`config.mk`:
```
export PLATFORM = sky130hd
export DESIGN_NAME = energy_counter_power_meter_core
export DESIGN_NICKNAME = d
export VERILOG_FILES = /design/src/rtl/ecpm_pkg.sv /design/src/rtl/energy_counter_power_meter_core.sv /design/src/rtl/ecpm_csr.sv /design/src/rtl/ecpm_div.sv
export VERILOG_INCLUDE_DIRS = /design/src /design/src/rtl
export SDC_FILE = /design/constraint.sdc
export NUM_CORES = 2
export LEC_CHECK = 0
export BUFFER_PORTS_ARGS = -buffer_cell sky130_fd_sc_hd__buf_2
export CORE_ASPECT_RATIO = 1.25
export CORE_UTILIZATION = 40
export CTS_CLUSTER_DIAMETER = 150
export DETAILED_ROUTE_END_ITERATION = 7
export MAX_ROUTING_LAYER = met4
export PLACE_DENSITY = 0.61
export SLEW_MARGIN = 20
export SYNTH_ARGS = -nofsm -noshare
export SYNTH_HDL_FRONTEND = slang
export SYNTH_SLANG_ARGS = --single-unit
```
`constraint.sdc`:
```
create_clock -name clock -period 11.75 [get_ports clock]
set_input_delay 0.5875 -clock clock [delete_from_list [all_inputs] [get_ports clock]]
set_output_delay 0.5875 -clock clock [all_outputs]
set_load 0.005 [all_outputs]
```
`src/rtl/assert_macros.svh`:
```
// Assertion macros shared by the energy power meter RTL.
`ifndef ASSERT_MACROS_SVH
`define ASSERT_MACROS_SVH

// Property that must hold at every clock edge outside reset.
`define ECPM_ASSERT(lbl, prop, msg) \
   lbl: assert property (@(posedge clock) disable iff (reset) (prop)) else $error(msg);

// Same-cycle implication checked at every clock edge outside reset.
`define ECPM_ASSERT_IMPL(lbl, ante, cons, msg) \
   lbl: assert property (@(posedge clock) disable iff (reset) (ante) |-> (cons)) \
      else $error(msg);

`endif

```
`src/rtl/ecpm_pkg.sv`:
```
// Package with the shared constants and types of the energy power meter.
`timescale 1ns / 1ps
package ecpm_pkg;

   // Domains and field widths.
   localparam int DOMAIN_COUNT = 5;
   localparam int DOM_W        = 3;
   localparam int DOM_IDX_W    = (DOMAIN_COUNT > 1) ? $clog2(DOMAIN_COUNT) : 1;
   localparam int COUNT_W      = 32;
   localparam int TIME_W       = 48;
   localparam int EXP_W        = 5;
   localparam int ENERGY_W     = 64;
   localparam int POWER_W      = 32;

   // Arithmetic widths: product of delta and 10^6, numerator, denominator, remainder, step count.
   localparam int PROD_W = 52;
   localparam int NUM_W  = PROD_W + 16;
   localparam int DEN_W  = TIME_W + 15;
   localparam int REM_W  = DEN_W + 1;
   localparam int STEP_W = $clog2(POWER_W);

   localparam logic [DOM_W-1:0]  DRAM_DOMAIN    = 3'd3;
   localparam logic [EXP_W-1:0]  DRAM_EXPONENT  = 5'd16;
   localparam logic [EXP_W-1:0]  EXPONENT_RESET = 5'd14;
   localparam logic [PROD_W-1:0] US_PER_S       = PROD_W'(1000000);

   // Configuration port.
   localparam int CSR_ADDR_W = 3;
   localparam int CSR_DATA_W = 32;

   typedef enum logic [0:0] {
      REG_ENERGY_EXPONENT = 1'b0,
      REG_DRAM_FIXED_UNIT = 1'b1
   } reg_idx_type;

   typedef struct packed {
      logic [EXP_W-1:0] energy_exponent;
      logic             dram_fixed_unit;
   } cfg_type;

   typedef struct packed {
      logic busy;
      logic done;
   } div_status_type;

endpackage

```
`src/rtl/energy_counter_power_meter_core.sv`:
```
// Top level of the energy power meter: domain store, sequencer and output register.
// A word goes through the load, multiply and prepare steps; unless no time passed, prepare
// starts the power division, and the finish step fills the output register. A first or
// out-of-range reading yields no result. Words are taken only while idle; the divider gives
// one quotient bit per cycle after an overflow check; a waiting result holds the finish step.
// Reset clears the sequencer, the primed bits of all domains and the configuration.
`timescale 1ns / 1ps
`include "assert_macros.svh"
module energy_counter_power_meter_core (
   input  logic                             clock,
   input  logic                             reset,
   // Input words.
   input  logic                             req_tvalid,
   output logic                             req_tready,
   input  logic [79:0]                      req_tdata,  // counter[31:0], time_us[79:32]
   input  logic [2:0]                       req_tuser,  // domain[2:0]
   // Result words.
   output logic                             rsp_tvalid,
   input  logic                             rsp_tready,
   output logic [143:0]                     rsp_tdata,  // energy_q32[63:0], power_q16[95:64],
                                                        // elapsed_us[143:96]
   output logic [2:0]                       rsp_tuser,  // out_domain[2:0]
   // Configuration port.
   input  logic                             csr_psel,
   input  logic                             csr_penable,
   input  logic                             csr_pwrite,
   input  logic [ecpm_pkg::CSR_ADDR_W-1:0]  csr_paddr,
   input  logic [ecpm_pkg::CSR_DATA_W-1:0]  csr_pwdata,
   output logic [ecpm_pkg::CSR_DATA_W-1:0]  csr_prdata,
   output logic                             csr_pready
);

   typedef enum logic [5:0] {
      ST_IDLE = 6'b000001,
      ST_LOAD = 6'b000010,
      ST_MUL  = 6'b000100,
      ST_PREP = 6'b001000,
      ST_WAIT = 6'b010000,
      ST_FIN  = 6'b100000
   } seq_state_type;

   localparam int DC  = ecpm_pkg::DOMAIN_COUNT;
   localparam int CW  = ecpm_pkg::COUNT_W;
   localparam int TW  = ecpm_pkg::TIME_W;
   localparam int EW  = ecpm_pkg::EXP_W;
   localparam int RSP_W = ecpm_pkg::ENERGY_W + ecpm_pkg::POWER_W + TW;

   ecpm_pkg::cfg_type        cfg;
   ecpm_pkg::div_status_type div_stat;
   logic [ecpm_pkg::POWER_W-1:0] div_quo;
   logic                     div_start;
   logic [ecpm_pkg::NUM_W-1:0] div_num;
   logic [ecpm_pkg::DEN_W-1:0] div_den;

   seq_state_type                 state_ff, state_in;
   logic [ecpm_pkg::DOM_W-1:0]    dom_ff, dom_in;
   logic [CW-1:0]                 cnt_ff, cnt_in;
   logic [TW-1:0]                 now_ff, now_in;
   logic [CW-1:0]                 delta_ff, delta_in;
   logic [TW-1:0]                 elapsed_ff, elapsed_in;
   logic [EW-1:0]                 exp_ff, exp_in;
   logic [ecpm_pkg::PROD_W-1:0]   prod_ff, prod_in;
   logic [ecpm_pkg::ENERGY_W-1:0] energy_ff, energy_in;
   logic [ecpm_pkg::POWER_W-1:0]  power_ff, power_in;
   logic [CW-1:0]                 last_count_ff [DC];
   logic [CW-1:0]                 last_count_in [DC];
   logic [TW-1:0]                 last_time_ff [DC];
   logic [TW-1:0]                 last_time_in [DC];
   logic [DC-1:0]                 primed_ff, primed_in;
   logic                          rsp_valid_ff, rsp_valid_in;
   logic [RSP_W-1:0]              rsp_data_ff, rsp_data_in;
   logic [ecpm_pkg::DOM_W-1:0]    rsp_dom_ff, rsp_dom_in;
   logic [ecpm_pkg::DOM_IDX_W-1:0] dom_idx;
   logic                          dom_valid;

   ecpm_csr u_csr (
      .clock       (clock),
      .reset       (reset),
      .csr_psel    (csr_psel),
      .csr_penable (csr_penable),
      .csr_pwrite  (csr_pwrite),
      .csr_paddr   (csr_paddr),
      .csr_pwdata  (csr_pwdata),
      .csr_prdata  (csr_prdata),
      .csr_pready  (csr_pready),
      .cfg         (cfg)
   );

   ecpm_div u_div (
      .clock  (clock),
      .reset  (reset),
      .start  (div_start),
      .num    (div_num),
      .den    (div_den),
      .status (div_stat),
      .quo    (div_quo)
   );

   assign dom_idx   = dom_ff[ecpm_pkg::DOM_IDX_W-1:0];
   assign dom_valid = (ecpm_pkg::DOM_W + 1)'(dom_ff) < (ecpm_pkg::DOM_W + 1)'(DC);
   assign req_tready = (state_ff == ST_IDLE);

   // Scale numerator or denominator so that both exponent ranges share one division.
   always_comb begin
      if (exp_ff <= ecpm_pkg::DRAM_EXPONENT) begin
         div_num = ecpm_pkg::NUM_W'(prod_ff) << (ecpm_pkg::DRAM_EXPONENT - exp_ff);
         div_den = ecpm_pkg::DEN_W'(elapsed_ff);
      end else begin
         div_num = ecpm_pkg::NUM_W'(prod_ff);
         div_den = ecpm_pkg::DEN_W'(elapsed_ff) << (exp_ff - ecpm_pkg::DRAM_EXPONENT);
      end
   end

   // Sequencer.
   always_comb begin
      state_in      = state_ff;
      dom_in        = dom_ff;
      cnt_in        = cnt_ff;
      now_in        = now_ff;
      delta_in      = delta_ff;
      elapsed_in    = elapsed_ff;
      exp_in        = exp_ff;
      prod_in       = prod_ff;
      energy_in     = energy_ff;
      power_in      = power_ff;
      last_count_in = last_count_ff;
      last_time_in  = last_time_ff;
      primed_in     = primed_ff;
      rsp_valid_in  = rsp_valid_ff && !rsp_tready;
      rsp_data_in   = rsp_data_ff;
      rsp_dom_in    = rsp_dom_ff;
      div_start     = 1'b0;
      unique case (state_ff)
         ST_IDLE: begin
            if (req_tvalid) begin
               dom_in   = req_tuser;
               cnt_in   = req_tdata[CW-1:0];
               now_in   = req_tdata[CW+TW-1:CW];
               state_in = ST_LOAD;
            end
         end
         ST_LOAD: begin
            // Unknown domains are dropped; a first reading only primes the domain.
            if (!dom_valid) begin
               state_in = ST_IDLE;
            end else begin
               delta_in   = cnt_ff - last_count_ff[dom_idx];
               elapsed_in = now_ff - last_time_ff[dom_idx];
               exp_in     = (dom_ff == ecpm_pkg::DRAM_DOMAIN && cfg.dram_fixed_unit) ?
                            ecpm_pkg::DRAM_EXPONENT : cfg.energy_exponent;
               last_count_in[dom_idx] = cnt_ff;
               last_time_in[dom_idx]  = now_ff;
               primed_in[dom_idx]     = 1'b1;
               state_in = primed_ff[dom_idx] ? ST_MUL : ST_IDLE;
            end
         end
         ST_MUL: begin
            prod_in   = ecpm_pkg::PROD_W'(delta_ff) * ecpm_pkg::US_PER_S;
            energy_in = ecpm_pkg::ENERGY_W'(delta_ff) << (6'd32 - 6'(exp_ff));
            state_in  = ST_PREP;
         end
         ST_PREP: begin
            if (elapsed_ff == '0) begin
               power_in = '0;
               state_in = ST_FIN;
            end else begin
               div_start = 1'b1;
               state_in  = ST_WAIT;
            end
         end
         ST_WAIT: begin
            if (div_stat.done) begin
               power_in = div_quo;
               state_in = ST_FIN;
            end
         end
         ST_FIN: begin
            // Hand the result to the output register once it is free.
            if (!rsp_valid_ff || rsp_tready) begin
               rsp_valid_in = 1'b1;
               rsp_data_in  = {elapsed_ff, power_ff, energy_ff};
               rsp_dom_in   = dom_ff;
               state_in     = ST_IDLE;
            end
         end
         default: begin
            state_in = ST_IDLE;
         end
      endcase
   end

   always_ff @(posedge clock) begin
      if (reset) begin
         state_ff     <= ST_IDLE;
         primed_ff    <= '0;
         rsp_valid_ff <= 1'b0;
      end else begin
         state_ff     <= state_in;
         primed_ff    <= primed_in;
         rsp_valid_ff <= rsp_valid_in;
      end
   end

   always_ff @(posedge clock) begin
      dom_ff        <= dom_in;
      cnt_ff        <= cnt_in;
      now_ff        <= now_in;
      delta_ff      <= delta_in;
      elapsed_ff    <= elapsed_in;
      exp_ff        <= exp_in;
      prod_ff       <= prod_in;
      energy_ff     <= energy_in;
      power_ff      <= power_in;
      last_count_ff <= last_count_in;
      last_time_ff  <= last_time_in;
      rsp_data_ff   <= rsp_data_in;
      rsp_dom_ff    <= rsp_dom_in;
   end

   assign rsp_tvalid = rsp_valid_ff;
   assign rsp_tdata  = rsp_data_ff;
   assign rsp_tuser  = rsp_dom_ff;

   // The divider only runs while the sequencer waits for it.
   `ECPM_ASSERT_IMPL(a_div_in_wait, div_stat.busy, state_ff == ST_WAIT, "divider busy")
   // A new result word appears only after the finish step.
   `ECPM_ASSERT_IMPL(a_rsp_from_fin, $rose(rsp_valid_ff), $past(state_ff == ST_FIN), "no finish")
   // The divider reports completion only to a waiting sequencer.
   `ECPM_ASSERT_IMPL(a_done_in_wait, div_stat.done, state_ff == ST_WAIT, "stray divider done")

endmodule

```
`src/rtl/ecpm_csr.sv`:
```
// Configuration registers of the energy power meter behind an APB-style port.
`timescale 1ns / 1ps
module ecpm_csr (
   input  logic                             clock,
   input  logic                             reset,
   input  logic                             csr_psel,
   input  logic                             csr_penable,
   input  logic                             csr_pwrite,
   input  logic [ecpm_pkg::CSR_ADDR_W-1:0]  csr_paddr,
   input  logic [ecpm_pkg::CSR_DATA_W-1:0]  csr_pwdata,
   output logic [ecpm_pkg::CSR_DATA_W-1:0]  csr_prdata,
   output logic                             csr_pready,
   output ecpm_pkg::cfg_type                cfg
);

   ecpm_pkg::cfg_type     cfg_ff;
   ecpm_pkg::cfg_type     cfg_in;
   ecpm_pkg::reg_idx_type reg_idx;
   logic                  wr_en;

   assign csr_pready = 1'b1;
   assign wr_en      = csr_psel && csr_penable && csr_pwrite && csr_pready;
   assign reg_idx    = ecpm_pkg::reg_idx_type'(csr_paddr[ecpm_pkg::CSR_ADDR_W-1:2]);

   // Register writes; the byte offset within a word is ignored.
   always_comb begin
      cfg_in = cfg_ff;
      if (wr_en) begin
         unique case (reg_idx)
            ecpm_pkg::REG_ENERGY_EXPONENT: begin
               cfg_in.energy_exponent = csr_pwdata[ecpm_pkg::EXP_W-1:0];
            end
            ecpm_pkg::REG_DRAM_FIXED_UNIT: begin
               cfg_in.dram_fixed_unit = csr_pwdata[0];
            end
         endcase
      end
   end

   always_ff @(posedge clock) begin
      if (reset) begin
         cfg_ff.energy_exponent <= ecpm_pkg::EXPONENT_RESET;
         cfg_ff.dram_fixed_unit <= 1'b0;
      end else begin
         cfg_ff <= cfg_in;
      end
   end

   // Read data.
   always_comb begin
      unique case (reg_idx)
         ecpm_pkg::REG_ENERGY_EXPONENT: begin
            csr_prdata = ecpm_pkg::CSR_DATA_W'(cfg_ff.energy_exponent);
         end
         ecpm_pkg::REG_DRAM_FIXED_UNIT: begin
            csr_prdata = ecpm_pkg::CSR_DATA_W'(cfg_ff.dram_fixed_unit);
         end
      endcase
   end

   assign cfg = cfg_ff;

endmodule

```
`src/rtl/ecpm_div.sv`:
```
// Iterative restoring divider with 32-bit saturating quotient, one bit per cycle.
`timescale 1ns / 1ps
`include "assert_macros.svh"
module ecpm_div (
   input  logic                          clock,
   input  logic                          reset,
   input  logic                          start,
   input  logic [ecpm_pkg::NUM_W-1:0]    num,
   input  logic [ecpm_pkg::DEN_W-1:0]    den,
   output ecpm_pkg::div_status_type      status,
   output logic [ecpm_pkg::POWER_W-1:0]  quo
);

   typedef enum logic [2:0] {
      DV_IDLE  = 3'b001,
      DV_CHECK = 3'b010,
      DV_STEP  = 3'b100
   } div_state_type;

   localparam int REM_W = ecpm_pkg::REM_W;
   localparam int QW    = ecpm_pkg::POWER_W;

   div_state_type                state_ff, state_in;
   logic                         done_ff, done_in;
   logic [REM_W-1:0]             rem_ff, rem_in;
   logic [QW-1:0]                low_ff, low_in;
   logic [ecpm_pkg::DEN_W-1:0]   den_ff, den_in;
   logic [QW-1:0]                quo_ff, quo_in;
   logic [ecpm_pkg::STEP_W-1:0]  step_ff, step_in;
   logic [REM_W-1:0]             cand;
   logic [REM_W:0]               diff;
   logic                         ge;

   // Shared subtractor: the overflow check first, then one quotient bit a cycle.
   assign cand = (state_ff == DV_CHECK) ? rem_ff : {rem_ff[REM_W-2:0], low_ff[QW-1]};
   assign diff = {1'b0, cand} - (REM_W + 1)'(den_ff);
   assign ge   = !diff[REM_W];

   always_comb begin
      state_in = state_ff;
      done_in  = 1'b0;
      rem_in   = rem_ff;
      low_in   = low_ff;
      den_in   = den_ff;
      quo_in   = quo_ff;
      step_in  = step_ff;
      unique case (state_ff)
         DV_IDLE: begin
            if (start) begin
               rem_in   = REM_W'(num[ecpm_pkg::NUM_W-1:QW]);
               low_in   = num[QW-1:0];
               den_in   = den;
               quo_in   = '0;
               state_in = DV_CHECK;
            end
         end
         DV_CHECK: begin
            // Upper part of the numerator at or above the divisor: quotient overflows.
            if (ge) begin
               quo_in   = '1;
               done_in  = 1'b1;
               state_in = DV_IDLE;
            end else begin
               step_in  = ecpm_pkg::STEP_W'(QW - 1);
               state_in = DV_STEP;
            end
         end
         DV_STEP: begin
            rem_in = ge ? diff[REM_W-1:0] : cand;
            low_in = {low_ff[QW-2:0], 1'b0};
            quo_in = {quo_ff[QW-2:0], ge};
            if (step_ff == '0) begin
               done_in  = 1'b1;
               state_in = DV_IDLE;
            end else begin
               step_in = step_ff - 1'b1;
            end
         end
         default: begin
            state_in = DV_IDLE;
         end
      endcase
   end

   always_ff @(posedge clock) begin
      if (reset) begin
         state_ff <= DV_IDLE;
         done_ff  <= 1'b0;
      end else begin
         state_ff <= state_in;
         done_ff  <= done_in;
      end
   end

   always_ff @(posedge clock) begin
      rem_ff  <= rem_in;
      low_ff  <= low_in;
      den_ff  <= den_in;
      quo_ff  <= quo_in;
      step_ff <= step_in;
   end

   assign status.busy = (state_ff != DV_IDLE);
   assign status.done = done_ff;
   assign quo         = quo_ff;

   // The partial remainder stays below the divisor while bits are produced.
   `ECPM_ASSERT_IMPL(a_rem_lt_den, state_ff == DV_STEP, rem_ff < REM_W'(den_ff), "bad remainder")
   // A new division starts only when the unit is free.
   `ECPM_ASSERT_IMPL(a_start_idle, start, state_ff == DV_IDLE, "divider started while busy")

endmodule
```
==> run summary <==
status = finished, final reports clean
arrival time at the worst endpoint = 7.11 ns
port buffer count = 249
P per Cell Area = 169 nW/um2
Yosys warnings = 0
kind of critical path = reg2reg
Slew HR = 30.5%
Distinct cells, synth = 106
fin nets = 6116
GR peak layer = met2
RSZ-0062 raised after global routing = no
Worst Setup Start Kind = register
post-CTS setup buffer count = 0
top_reg_cell synth = edfxtp_1
Critical Path RT = 12.23 ns
skew final = 0.0477 ns
hpwl dp = 121 mm
period utilization = 56.4%
grt ovf = 0
DRT iter0 DRCs = 3613
async set-reset flop share out of synthesis = 0%
clock transition at the registers of the reported paths = 0.06 ns
Initial Util = 40.4%
R2R setup slack = 5.12 ns
TritonRoute pass-1 iters = 6
CTS tree = done
DRC = 0
Max Freq = 0.151 GHz
via count = 42.9k
final setup vio count = 0
Synth Cell Area = 61700 um2
Area Growth Syn to Fin = 12.1%
floorplan row count = 160
Core Region = 153000 um2
Critical Path Fanout Max = 9
vias in the first global route = 42.2k
Post-Route WL = 169 mm
fin crit period = 6.63 ns
M2 GR Usage = 36.2%
Die ar. = 156000 um2
maximum VDD drop = 0.140 mV
Post-synth top cells = edfxtp_1, nand2_1, nor2_1
gpl congestion = 0.936
post-route ant nets = 0
M1 GR Usage = 28.5%
CP Capture Type = register
width of the die = 353 um
Max H-tree Level = 3
area leader, netlist = edfxtp_1
Pins Over Slew Limit = 0
DIE HEIGHT = 441 um
Post-synth EDFFs = 1047
initial antenna violation count = 10
Yosys reg bits = 1069
top-count cell post-synth = edfxtp_1
I/O pin total = 307
Synth area leaders = edfxtp_1, ha_1, mux4_2, fa_1, nand2_1
Inserted Clock Buffers = 107
sequential fraction of the synthesis area = 51.6%
static leakage = 0.0268 uW
layout cells sized above 1 = 12.5%
Yosys top cell area share = 50.9%
post-synthesis area per instance = 11.5 um2
hold slack final = 0.0560 ns
Worst-Skew Late Latency = 0.76 ns
HP Class = in2reg
clock sinks = 1069
max cap viols = 0
first-pass GRT wire length = 256 mm
Post-Synthesis Cells = 5350
fillcell total = 14.0k
Tot Pwr = 11700 uW
largest net degree at the start of global routing = 135
Hold Violations, Final = 0
M3 GR Usage = 2.30%
Root Driver = clkbuf_16
Total Neg Setup Slack = 0 ns
gr usage total = 22.0%
worst slew pin tran = 1.04 ns
wire length per cell = 22.0 um
clock tree buffer depth = 3
Via density = 5.59
-- registers in the layout (all words and copies together) (netlist names), 5 cells and up --
register	count
last_time_ff	240
last_count_ff	160
rsp_tdata	144
energy_ff	64
u_div.rem_ff	64
u_div.den_ff	63
elapsed_ff	48
now_ff	48
prod_ff	46
cnt_ff	32
delta_ff	32
power_ff	32
u_div.quo	32
u_div.low_ff	26
state_ff	6
u_csr.cfg	6
exp_ff	5
primed_ff	5
u_div.step_ff	5
-- placed cells by master (no fill, tap or decap), types with 20 or more instances in the layout --
| cell | instances |
|---|---|
| nand3_1 | 70 |
| mux2i_1 | 155 |
| o211ai_1 | 30 |
| inv_1 | 326 |
| o21ai_0 | 226 |
| dlygate4sd3_1 | 64 |
| edfxtp_1 | 1047 |
| and3_1 | 21 |
| conb_1 | 28 |
| nand2_1 | 706 |
| o21a_1 | 39 |
| a21o_1 | 89 |
| a22oi_1 | 75 |
| o22ai_1 | 40 |
| nand4_1 | 45 |
| and2_1 | 59 |
| a31oi_1 | 37 |
| fa_1 | 138 |
| nor2_1 | 444 |
| xnor2_1 | 106 |
| nor4_1 | 20 |
| buf_2 | 249 |
| ha_1 | 295 |
| nand2b_1 | 28 |
| clkbuf_16 | 108 |
| buf_4 | 58 |
| mux2_2 | 23 |
| a21oi_1 | 379 |
| dfxtp_1 | 22 |
| nor2b_1 | 34 |
| nor3_1 | 47 |
| clkinv_1 | 26 |
| mux4_2 | 146 |
| xor2_1 | 64 |
| o21bai_1 | 28 |
| a211oi_1 | 57 |
-- repair_timing --
item / in CTS / in global routing
gates resized for setup: 0 / 0
hold endpoints to repair: 64 / 0
hold buffers: 64 / 0
-- per-stage QoR --
step,std cells,cell area (um2),util (%),setup WS [ns]
2_1_floorplan,5376,61800,-,2.08
5_1_grt,7670,69200,45.3,4.90
6_report,7670,69200,45.3,5.12
3_3_place_gp,7407,64800,42.4,5.18
4_1_cts,7668,69200,45.3,5.16
3_5_place_dp,7407,64800,42.4,5.18
-- layer usage --
layer,routed length [um],up-vias
met3,9320,264
met1,71800,21279
met2,82500,1356
li1,-,19967
met5,0,-
met4,5180,0
-- power by group --
part	switching [uW]	internal, uW
combinational	2070	1460
sequential	128	4460
clock	1520	2090
-- worst max-delay path, cell delays in order, from the launching register on --
cell and delay, ns:
edfxtp_1 0.74, inv_1 0.23, fa_1 0.58, inv_1 0.05
fa_1 0.38, fa_1 0.53, fa_1 0.42, ha_1 0.29
inv_1 0.05, fa_1 0.47, inv_1 0.04, ha_1 0.44
a21o_1 0.19, a21oi_1 0.07, o21bai_1 0.24, a211oi_1 0.11
o21ai_0 0.50, o31ai_4 0.17, o41a_2 0.50, o21ai_1 0.15
a21oi_1 0.09, xnor2_1 0.13
-- path summary, 6_finish.rpt --
| kind | startpoint | cells after the start | end |
|---|---|---|---|
| worst max register to register | delta_ff[7]$_DFFE_PP_ | 21 | prod_ff[50]$_DFFE_PP_ |
| worst max-delay path | delta_ff[7]$_DFFE_PP_ | 21 | prod_ff[50]$_DFFE_PP_ |
| worst min register to register | power_ff[23]$_SDFFCE_PP0P_ | 0 | rsp_tdata[87]$_DFFE_PP_ |
| worst min-delay path | req_tdata[59] | 1 | now_ff[27]$_DFFE_PP_ |
-- cell families after synthesis --
logic type	Yosys count	synth area share, %
AND/OR/NAND/NOR	1547	10.9
multiplexers	324	8.26
AO/OA/AOI/OAI	1162	11.9
flip-flops	1069	51.6
adder cells (fa/ha/maj)	435	10.5
other	2	0.0122
XOR/XNOR	174	2.47
buffers and inverters	637	4.34
-- area by class of cell --
type,count,area [um2],share of cell area (%)
sequential,1069,31900,46.1
antenna,1,2.50,0.00362
inverter,334,1250,1.81
clock inverter,73,932,1.35
tap,2025,2530,3.66
multi-input combinational,3670,27400,39.7
clock buffer,124,2760,3.99
timing repair buffer,374,2390,3.45
No activity file was read; power rests on OpenSTA's default activity.
